### src/hw/rtl/u2a_pkg.sv
`default_nettype none
package u2a_pkg;

    localparam int VALUE_BITS = 32;
    localparam int DIGIT_W    = 4;
    localparam int CHAR_W     = 8;
    localparam int CNT_W      = 6;
    localparam int IDX_W      = $clog2(VALUE_BITS);
    localparam int RADIX_W    = 5;
    localparam int CFG_IDX_W  = 2;
    localparam int CFG_DATA_W = 64;
    localparam int STEP_W     = $clog2(VALUE_BITS);

    localparam logic [RADIX_W-1:0] MIN_RADIX = 5'd2;
    localparam logic [RADIX_W-1:0] MAX_RADIX = 5'd16;

    localparam logic [CHAR_W-1:0] ZERO_CHAR = 8'h30;

    localparam logic [RADIX_W-1:0]    BASE_RESET = 5'd10;
    localparam logic [CFG_DATA_W-1:0] CHARS_LOW_RESET  = 64'h3736353433323130;
    localparam logic [CFG_DATA_W-1:0] CHARS_HIGH_RESET = 64'h6665646362613938;

    localparam logic [CFG_IDX_W-1:0] REG_BASE_SIZE  = 2'd0;
    localparam logic [CFG_IDX_W-1:0] REG_CHARS_LOW  = 2'd1;
    localparam logic [CFG_IDX_W-1:0] REG_CHARS_HIGH = 2'd2;

    typedef struct packed {
        logic load;
        logic div_step;
        logic store;
        logic rd;
        logic k_inc;
    } t_cmd;

    typedef struct packed {
        logic val_zero;
        logic step_done;
        logic quot_zero;
        logic cnt_full;
        logic k_last;
    } t_status;

endpackage
`default_nettype wire

### src/hw/rtl/u2a_ctrl.sv
`default_nettype none
module u2a_ctrl
    import u2a_pkg::*;
(
    input  wire logic i_clk,
    input  wire logic i_rst_n,
    input  wire logic i_valid,
    output logic      o_stall,
    output logic      o_valid,
    input  wire logic i_stall,
    input  wire t_status i_status,
    output t_cmd      o_cmd
);

    typedef enum logic [4:0] {
        S_IDLE  = 5'b00001,
        S_DIV   = 5'b00010,
        S_STORE = 5'b00100,
        S_READ  = 5'b01000,
        S_SHOW  = 5'b10000
    } t_state;

    t_state r_state, n_state;

    always_ff @(posedge i_clk) begin
        if (!i_rst_n) begin
            r_state <= S_IDLE;
        end else begin
            r_state <= n_state;
        end
    end

    always_comb begin
        n_state = r_state;
        o_cmd   = '0;
        o_stall = 1'b1;
        o_valid = 1'b0;
        unique case (r_state)
            S_IDLE: begin
                o_stall = 1'b0;
                if (i_valid) begin
                    o_cmd.load = 1'b1;
                    n_state = i_status.val_zero ? S_READ : S_DIV;
                end
            end
            S_DIV: begin
                o_cmd.div_step = 1'b1;
                if (i_status.step_done) begin
                    n_state = S_STORE;
                end
            end
            S_STORE: begin
                o_cmd.store = 1'b1;
                if (i_status.quot_zero || i_status.cnt_full) begin
                    n_state = S_READ;
                end else begin
                    n_state = S_DIV;
                end
            end
            S_READ: begin
                o_cmd.rd = 1'b1;
                n_state  = S_SHOW;
            end
            S_SHOW: begin
                o_valid = 1'b1;
                if (!i_stall) begin
                    if (i_status.k_last) begin
                        n_state = S_IDLE;
                    end else begin
                        o_cmd.k_inc = 1'b1;
                        n_state = S_READ;
                    end
                end
            end
            default: n_state = S_IDLE;
        endcase
    end

endmodule
`default_nettype wire

### src/hw/rtl/u2a_dpath.sv
`default_nettype none
module u2a_dpath
    import u2a_pkg::*;
(
    input  wire logic                  i_clk,
    input  wire logic                  i_rst_n,
    input  wire logic                  i_cfg_we,
    input  wire logic [CFG_IDX_W-1:0]  i_cfg_idx,
    input  wire logic [CFG_DATA_W-1:0] i_cfg_data,
    input  wire logic [VALUE_BITS-1:0] i_value,
    input  wire t_cmd                  i_cmd,
    output t_status                    o_status,
    output logic [CHAR_W-1:0]          o_character,
    output logic                       o_last,
    output logic [CNT_W-1:0]           o_char_count
);

    logic [RADIX_W-1:0]    r_base;
    logic [CFG_DATA_W-1:0] r_chars_low;
    logic [CFG_DATA_W-1:0] r_chars_high;

    logic [RADIX_W-1:0]    r_radix;
    logic [VALUE_BITS-1:0] r_quot;
    logic [DIGIT_W-1:0]    r_rem;
    logic [STEP_W-1:0]     r_step;
    logic [CNT_W-1:0]      r_cnt;
    logic [CNT_W-1:0]      r_k;
    logic                  r_zero;
    logic [DIGIT_W-1:0]    r_rd_digit;

    logic [DIGIT_W-1:0] r_store [VALUE_BITS];

    logic [RADIX_W-1:0]    eff_radix;
    logic [RADIX_W-1:0]    trial;
    logic                  ge;
    logic [RADIX_W-1:0]    diff;
    logic [CNT_W-1:0]      rd_pos;
    logic [CFG_DATA_W-1:0] word;

    always_ff @(posedge i_clk) begin
        if (!i_rst_n) begin
            r_base       <= BASE_RESET;
            r_chars_low  <= CHARS_LOW_RESET;
            r_chars_high <= CHARS_HIGH_RESET;
        end else if (i_cfg_we) begin
            unique case (i_cfg_idx)
                REG_BASE_SIZE:  r_base       <= i_cfg_data[RADIX_W-1:0];
                REG_CHARS_LOW:  r_chars_low  <= i_cfg_data;
                REG_CHARS_HIGH: r_chars_high <= i_cfg_data;
                default: ;
            endcase
        end
    end

    always_comb begin
        if (r_base < MIN_RADIX) begin
            eff_radix = MIN_RADIX;
        end else if (r_base > MAX_RADIX) begin
            eff_radix = MAX_RADIX;
        end else begin
            eff_radix = r_base;
        end
    end

    // one restoring division step per cycle
    assign trial = {r_rem, r_quot[VALUE_BITS-1]};
    assign ge    = (trial >= r_radix);
    assign diff  = trial - r_radix;

    always_ff @(posedge i_clk) begin
        if (!i_rst_n) begin
            r_cnt  <= '0;
            r_k    <= '0;
            r_quot <= '0;
            r_step <= '0;
            r_zero <= 1'b0;
        end else if (i_cmd.load) begin
            r_quot <= i_value;
            r_step <= '0;
            r_k    <= '0;
            r_zero <= (i_value == '0);
            r_cnt  <= (i_value == '0) ? CNT_W'(1) : '0;
        end else if (i_cmd.div_step) begin
            r_quot <= {r_quot[VALUE_BITS-2:0], ge};
            r_step <= r_step + STEP_W'(1);
        end else if (i_cmd.store) begin
            r_cnt  <= r_cnt + CNT_W'(1);
            r_step <= '0;
        end else if (i_cmd.k_inc) begin
            r_k <= r_k + CNT_W'(1);
        end
    end

    always_ff @(posedge i_clk) begin
        if (i_cmd.load) begin
            r_radix <= eff_radix;
            r_rem   <= '0;
        end else if (i_cmd.div_step) begin
            r_rem <= ge ? diff[DIGIT_W-1:0] : trial[DIGIT_W-1:0];
        end else if (i_cmd.store) begin
            r_rem <= '0;
        end
    end

    assign rd_pos = r_cnt - CNT_W'(1) - r_k;

    always_ff @(posedge i_clk) begin
        if (i_cmd.store) begin
            r_store[r_cnt[IDX_W-1:0]] <= r_rem;
        end
        if (i_cmd.rd) begin
            r_rd_digit <= r_store[rd_pos[IDX_W-1:0]];
        end
    end

    assign word = r_rd_digit[DIGIT_W-1] ? r_chars_high : r_chars_low;

    always_comb begin
        if (r_zero) begin
            o_character = ZERO_CHAR;
        end else begin
            o_character = word[{r_rd_digit[DIGIT_W-2:0], 3'b000} +: CHAR_W];
        end
    end

    assign o_last       = ((r_k + CNT_W'(1)) == r_cnt);
    assign o_char_count = r_cnt;

    assign o_status.val_zero  = (i_value == '0);
    assign o_status.step_done = (r_step == STEP_W'(VALUE_BITS - 1));
    assign o_status.quot_zero = (r_quot == '0);
    assign o_status.cnt_full  = (r_cnt == CNT_W'(VALUE_BITS - 1));
    assign o_status.k_last    = o_last;

endmodule
`default_nettype wire

### src/hw/rtl/unsigned_to_ascii_any_base.sv
// each digit takes a division step for every value bit, then a store; each character takes a read and a show state
// a zero value gives its single character through the read and show states after it is taken
// one value at a time: worst case 32 digits in base 2
// the bit-serial divider sets the rate; a stalled output holds the block
// synchronous active-low reset restores the default radix and digit table
// the digit store is not cleared by reset
`default_nettype none
module unsigned_to_ascii_any_base
    import u2a_pkg::*;
(
    input  wire logic                  i_clk,
    input  wire logic                  i_rst_n,
    input  wire logic                  i_cfg_we,
    input  wire logic [CFG_IDX_W-1:0]  i_cfg_idx,
    input  wire logic [CFG_DATA_W-1:0] i_cfg_data,
    input  wire logic                  i_valid,
    output logic                       o_stall,
    input  wire logic [VALUE_BITS-1:0] i_value,
    output logic                       o_valid,
    input  wire logic                  i_stall,
    output logic [CHAR_W-1:0]          o_character,
    output logic                       o_last,
    output logic [CNT_W-1:0]           o_char_count
);

    t_cmd    cmd;
    t_status status;

    u2a_ctrl u_ctrl (
        .i_clk    (i_clk),
        .i_rst_n  (i_rst_n),
        .i_valid  (i_valid),
        .o_stall  (o_stall),
        .o_valid  (o_valid),
        .i_stall  (i_stall),
        .i_status (status),
        .o_cmd    (cmd)
    );

    u2a_dpath u_dpath (
        .i_clk        (i_clk),
        .i_rst_n      (i_rst_n),
        .i_cfg_we     (i_cfg_we),
        .i_cfg_idx    (i_cfg_idx),
        .i_cfg_data   (i_cfg_data),
        .i_value      (i_value),
        .i_cmd        (cmd),
        .o_status     (status),
        .o_character  (o_character),
        .o_last       (o_last),
        .o_char_count (o_char_count)
    );

endmodule
`default_nettype wire

### config.mk
export PLATFORM = sky130hd
export DESIGN_NAME = unsigned_to_ascii_any_base
export DESIGN_NICKNAME = d
export VERILOG_FILES = /design/src/hw/rtl/u2a_pkg.sv /design/src/hw/rtl/u2a_ctrl.sv /design/src/hw/rtl/u2a_dpath.sv /design/src/hw/rtl/unsigned_to_ascii_any_base.sv
export SDC_FILE = /design/constraint.sdc
export NUM_CORES = 1
export LEC_CHECK = 0
export ABC_CLOCK_PERIOD_IN_PS = 3500
export BUFFER_PORTS_ARGS = -buffer_cell sky130_fd_sc_hd__buf_4
export CAP_MARGIN = 20
export CORE_ASPECT_RATIO = 2
export CORE_MARGIN = 5
export CORE_UTILIZATION = 60
export DETAILED_ROUTE_END_ITERATION = 8
export PLACE_DENSITY_LB_ADDON = 0.3
export SETUP_SLACK_MARGIN = 0.05
export SYNTH_ARGS = -nofsm -noshare
export SYNTH_HDL_FRONTEND = slang
export SYNTH_HIERARCHICAL = 1
export SYNTH_SLANG_ARGS = --single-unit
### constraint.sdc
create_clock -name i_clk -period 3.5 [get_ports i_clk]
set_input_delay 0.525 -clock i_clk [delete_from_list [all_inputs] [get_ports i_clk]]
set_output_delay 0.525 -clock i_clk [all_outputs]
set_load 0.005 [all_outputs]
==> flow_summary_export.csv <==
group,metric,value,unit
yosys,syn_area_per_cell,11.1,um^2
routing,drt-initial-drc-count,827,
routing,wl_per_cell,20.2,um
sta,hold_ws,0.177,ns
yosys,async_reset_ff_frac,0,
yosys,synth_edf_count,137,
floorplan,start_util,0.610,
sta,slew_viol_final,0,
worst_setup_path,worst-r2r-setup-slack,0.64,ns
sta,fmaxAchievable,311,MHz
yosys,ys.flop_type,"dfxtp_1",
clocking,cts.clk_slew.worst_paths,0.07,ns
clocking,ctsResizeCount,0,
hold_path,whs_endpoint,"u_dpath/r_chars_high[62]",
clocking,cts_buffer_depth,3,
yosys,synth_nets,1435,
power_and_ir_drop,peakVddDrop,0.525,mV
yosys,ys_types,57,
worst_setup_path,startpoint_type,"register",
yosys,ys_ff_latch,329,
sta,rsz0062_at_grt,"no",
worst_setup_path,cp_slowest_stage_delay,0.66,ns
yosys,muxShareOfSynthArea,0.148,
yosys,syn_area,14600,um^2
global_route,grt_max_degree,169,
routing,drc,0,
clocking,h-tree-depth,1,
floorplan,die-area,27700,um^2
worst_setup_path,crit_slowest_cell,"edfxtp_1",
global_route,groute.usage.overall,0.250,
floorplan,fp.dieH,231,um
placed_design,place_congestion,0.921,
sta,fin_skew,0.0177,ns
sta,slew_headroom,0.395,
final_layout,final_common_cell,"nand2_1",
yosys,synth_compound_area_frac,0.0733,
clocking,cts_hold_buffers,0,
yosys,synth-xor-area-share,0.0120,
final_layout,drive_above_1_share,0.200,
floorplan,ios,120,
global_route,antenna_found_initial,0,
sta,fin_crit,3.22,ns
yosys,synth.yosys.seq_area_share,0.545,
yosys,synth_top_family_by_area,"simple AND/OR/NAND/NOR gates",
sta,tns,0,ns
power_and_ir_drop,p_leak,0.00593,uW
placed_design,place_hpwl,23.0,mm
placed_design,io_buffers,119,
clocking,cts_tree,"done",
routing,dr.pass1.iters,5,
clocking,cts_root_buf,"clkbuf_16",
routing,via_count,10400,
worst_setup_path,critical_path.top_delay_family,"multiplexers",
worst_setup_path,cp-end-kind,"output pin",
sta,period_share,0.920,
floorplan,die_w,120,um
yosys,synth_warnings,6,
power_and_ir_drop,power_density,481,nW/um^2
worst_setup_path,r2r_start,"u_dpath/r_k[0]",
routing,routed_wl,34.6,mm
worst_setup_path,path_buf_inv,2,
yosys,synth_fa_ha_area_frac,0.0165,
yosys,synth-simple-area-share,0.174,
sta,worst_pin_slew,0.901,ns
worst_setup_path,cp_max_fo,13,
worst_setup_path,cp.required,2.97,ns
run_status,outcome,"finished clean",
job,max-cap-violations,0,
routing,via_per_inst,6.08,
hold_path,hp-start,"i_cfg_data[62]",
clocking,insertion_delay,0.57,ns
sta,report.final.hold_viol_count,0,
worst_setup_path,worstReg2RegEnd,"u_dpath/r_rd_digit[2]",
clocking,post_cts_buffers,0,
worst_setup_path,arrival,2.69,ns
hold_path,timing.hold.worst.class,"in2reg",
global_route,grt_overflow,0,
global_route,grt_pass1_vias,10556,
global_route,grt_pass1_wl,55.0,mm
routing,ant_nets,0,
final_layout,layout_common_cells,"nand2_1, dfxtp_1, buf_4",
clocking,cts.sink_count,329,
final_layout,syn2layout_area_growth,14.2,%
yosys,syn_inst,1314,
sta,setup_viol_count_final,0,
final_layout,diodes,0,
clocking,numCtsBuffers,28,
floorplan,fp-row-count,80,
worst_setup_path,path_class,"reg2out",
worst_setup_path,worstPathCellList,"buf_4 > mux4_2 > mux4_2 > nor2b_1 > buf_4",
worst_setup_path,rr_worst_depth,9,
floorplan,core,23900,um^2
hold_path,hold_depth,3,
final_layout,fin_nets,1522,
## sequential cells by signal, indices dropped and copies added (netlist names)
register              flops
u_dpath/r_k               6
u_dpath/o_char_count      6
u_dpath/r_rem             4
u_dpath/r_quot           32
u_dpath/r_zero            1
u_ctrl/r_state            5
u_dpath/r_store         128
u_dpath/r_rd_digit        4
u_dpath/r_radix           5
u_dpath/r_base            5
u_dpath/r_step            5
u_dpath/r_chars_high     64
u_dpath/r_chars_low      64
## synthesized netlist by cell type (2+ instances only)
cell      instances  area share
buf_2            10      0.0034
mux2i_1          47       0.032
edfxtp_1        137        0.28
nor2_1           62       0.016
or3b_2            2      0.0012
nand2b_1          5      0.0021
nand3_1          64       0.022
nand4_1           7      0.0030
and3b_1           3      0.0018
and2_1           33       0.014
xor2_1            7      0.0042
buf_4             3      0.0015
a21boi_0         73       0.038
o22ai_1           5      0.0021
a211oi_1          3      0.0015
fa_1              2      0.0027
a21o_1            3      0.0015
nor3b_1           6      0.0031
a22o_1            2      0.0012
o21ai_1           2     0.00069
xnor2_1          13      0.0078
or2_2             2     0.00086
and3_1            4      0.0017
buf_6             6      0.0046
nand2_1         313       0.081
o21ai_0          41       0.014
buf_1             6      0.0015
inv_1            17      0.0044
mux4_2           72        0.11
nor4_1           17      0.0073
mux2_2            6      0.0046
nand3b_1          8      0.0041
or3_1             5      0.0021
a21oi_1          19      0.0065
clkbuf_1         60       0.015
ha_1             16       0.014
nor2b_1          17      0.0073
nor3_1            4      0.0014
dfxtp_1         192        0.26
a221oi_1          3      0.0018
## how the worst max path moves through the flow
stage,startpoint,end,slack [ns],depth (start not counted)
3_5_place_dp,u_dpath/r_k[0],u_dpath/r_rd_digit[2],0.64,9
5_1_grt,u_dpath/r_rd_digit[3],o_character[4],0.10,7
2_1_floorplan,u_dpath/r_k[0],u_dpath/r_k[4],0.89,14
4_1_cts,u_dpath/r_rd_digit[3],o_character[0],0.23,5
3_3_place_gp,u_dpath/r_k[0],u_dpath/r_rd_digit[2],0.71,9
6_report,u_dpath/r_rd_digit[3],o_character[0],0.28,5
## metrics by stage
step | setup WS [ns] | cells | utilization | total power (uW) | instance area, um^2
after global placement | 0.714 | 1658 | 0.654 | 4710 | 15700
after CTS | 0.235 | 1710 | 0.697 | 8080 | 16700
after floorplan | 0.888 | 1314 | - | 4510 | 14600
final | 0.280 | 1710 | 0.697 | 8020 | 16700
after detailed placement | 0.637 | 1658 | 0.654 | 4730 | 15700
after global routing | 0.105 | 1710 | 0.697 | 8310 | 16700
## cell type report
class,instances,area (um^2)
clock buffers,36,782
clock inverters,16,228
fillers,1767,7260
inverters,17,63.8
multi-input cells,883,6180
flip-flops and latches,329,7960
well taps,287,359
repair buffers,142,1090
## logic make-up after synthesis
group | Yosys count
and+or+nand+nor | 560
adders and majority gates | 18
DFF | 329
AOI/OAI and AO/OA | 160
buffers and inverters | 102
xor gates and xnor gates | 20
muxes | 125
## worst register-to-register path: cells and delay by family (launching register included)
| family | cells | cell delay [ns] |
|---|---|---|
| AOI/OAI and AO/OA | 2 | 0.38 |
| xor gates and xnor gates | 1 | 0.38 |
| adders and majority gates | 2 | 0.65 |
| buffers and inverters | 1 | 0.09 |
| DFF | 1 | 0.37 |
| muxes | 1 | 0.59 |
| and+or+nand+nor | 2 | 0.16 |
## metal layers
metal,track usage,wire [um],up-vias
li1,-,-,4845
met1,0.285,12300,5105
met2,0.455,18700,352
met3,0.0292,1830,98
met4,0.129,1760,0
met5,0,0,-
## report_power, final
group	switching [uW]	internal (uW)
clock network	1410	1960
registers	62.9	4070
logic	275	246
total	1750	6270
No activity file was read; power rests on OpenSTA's default activity.
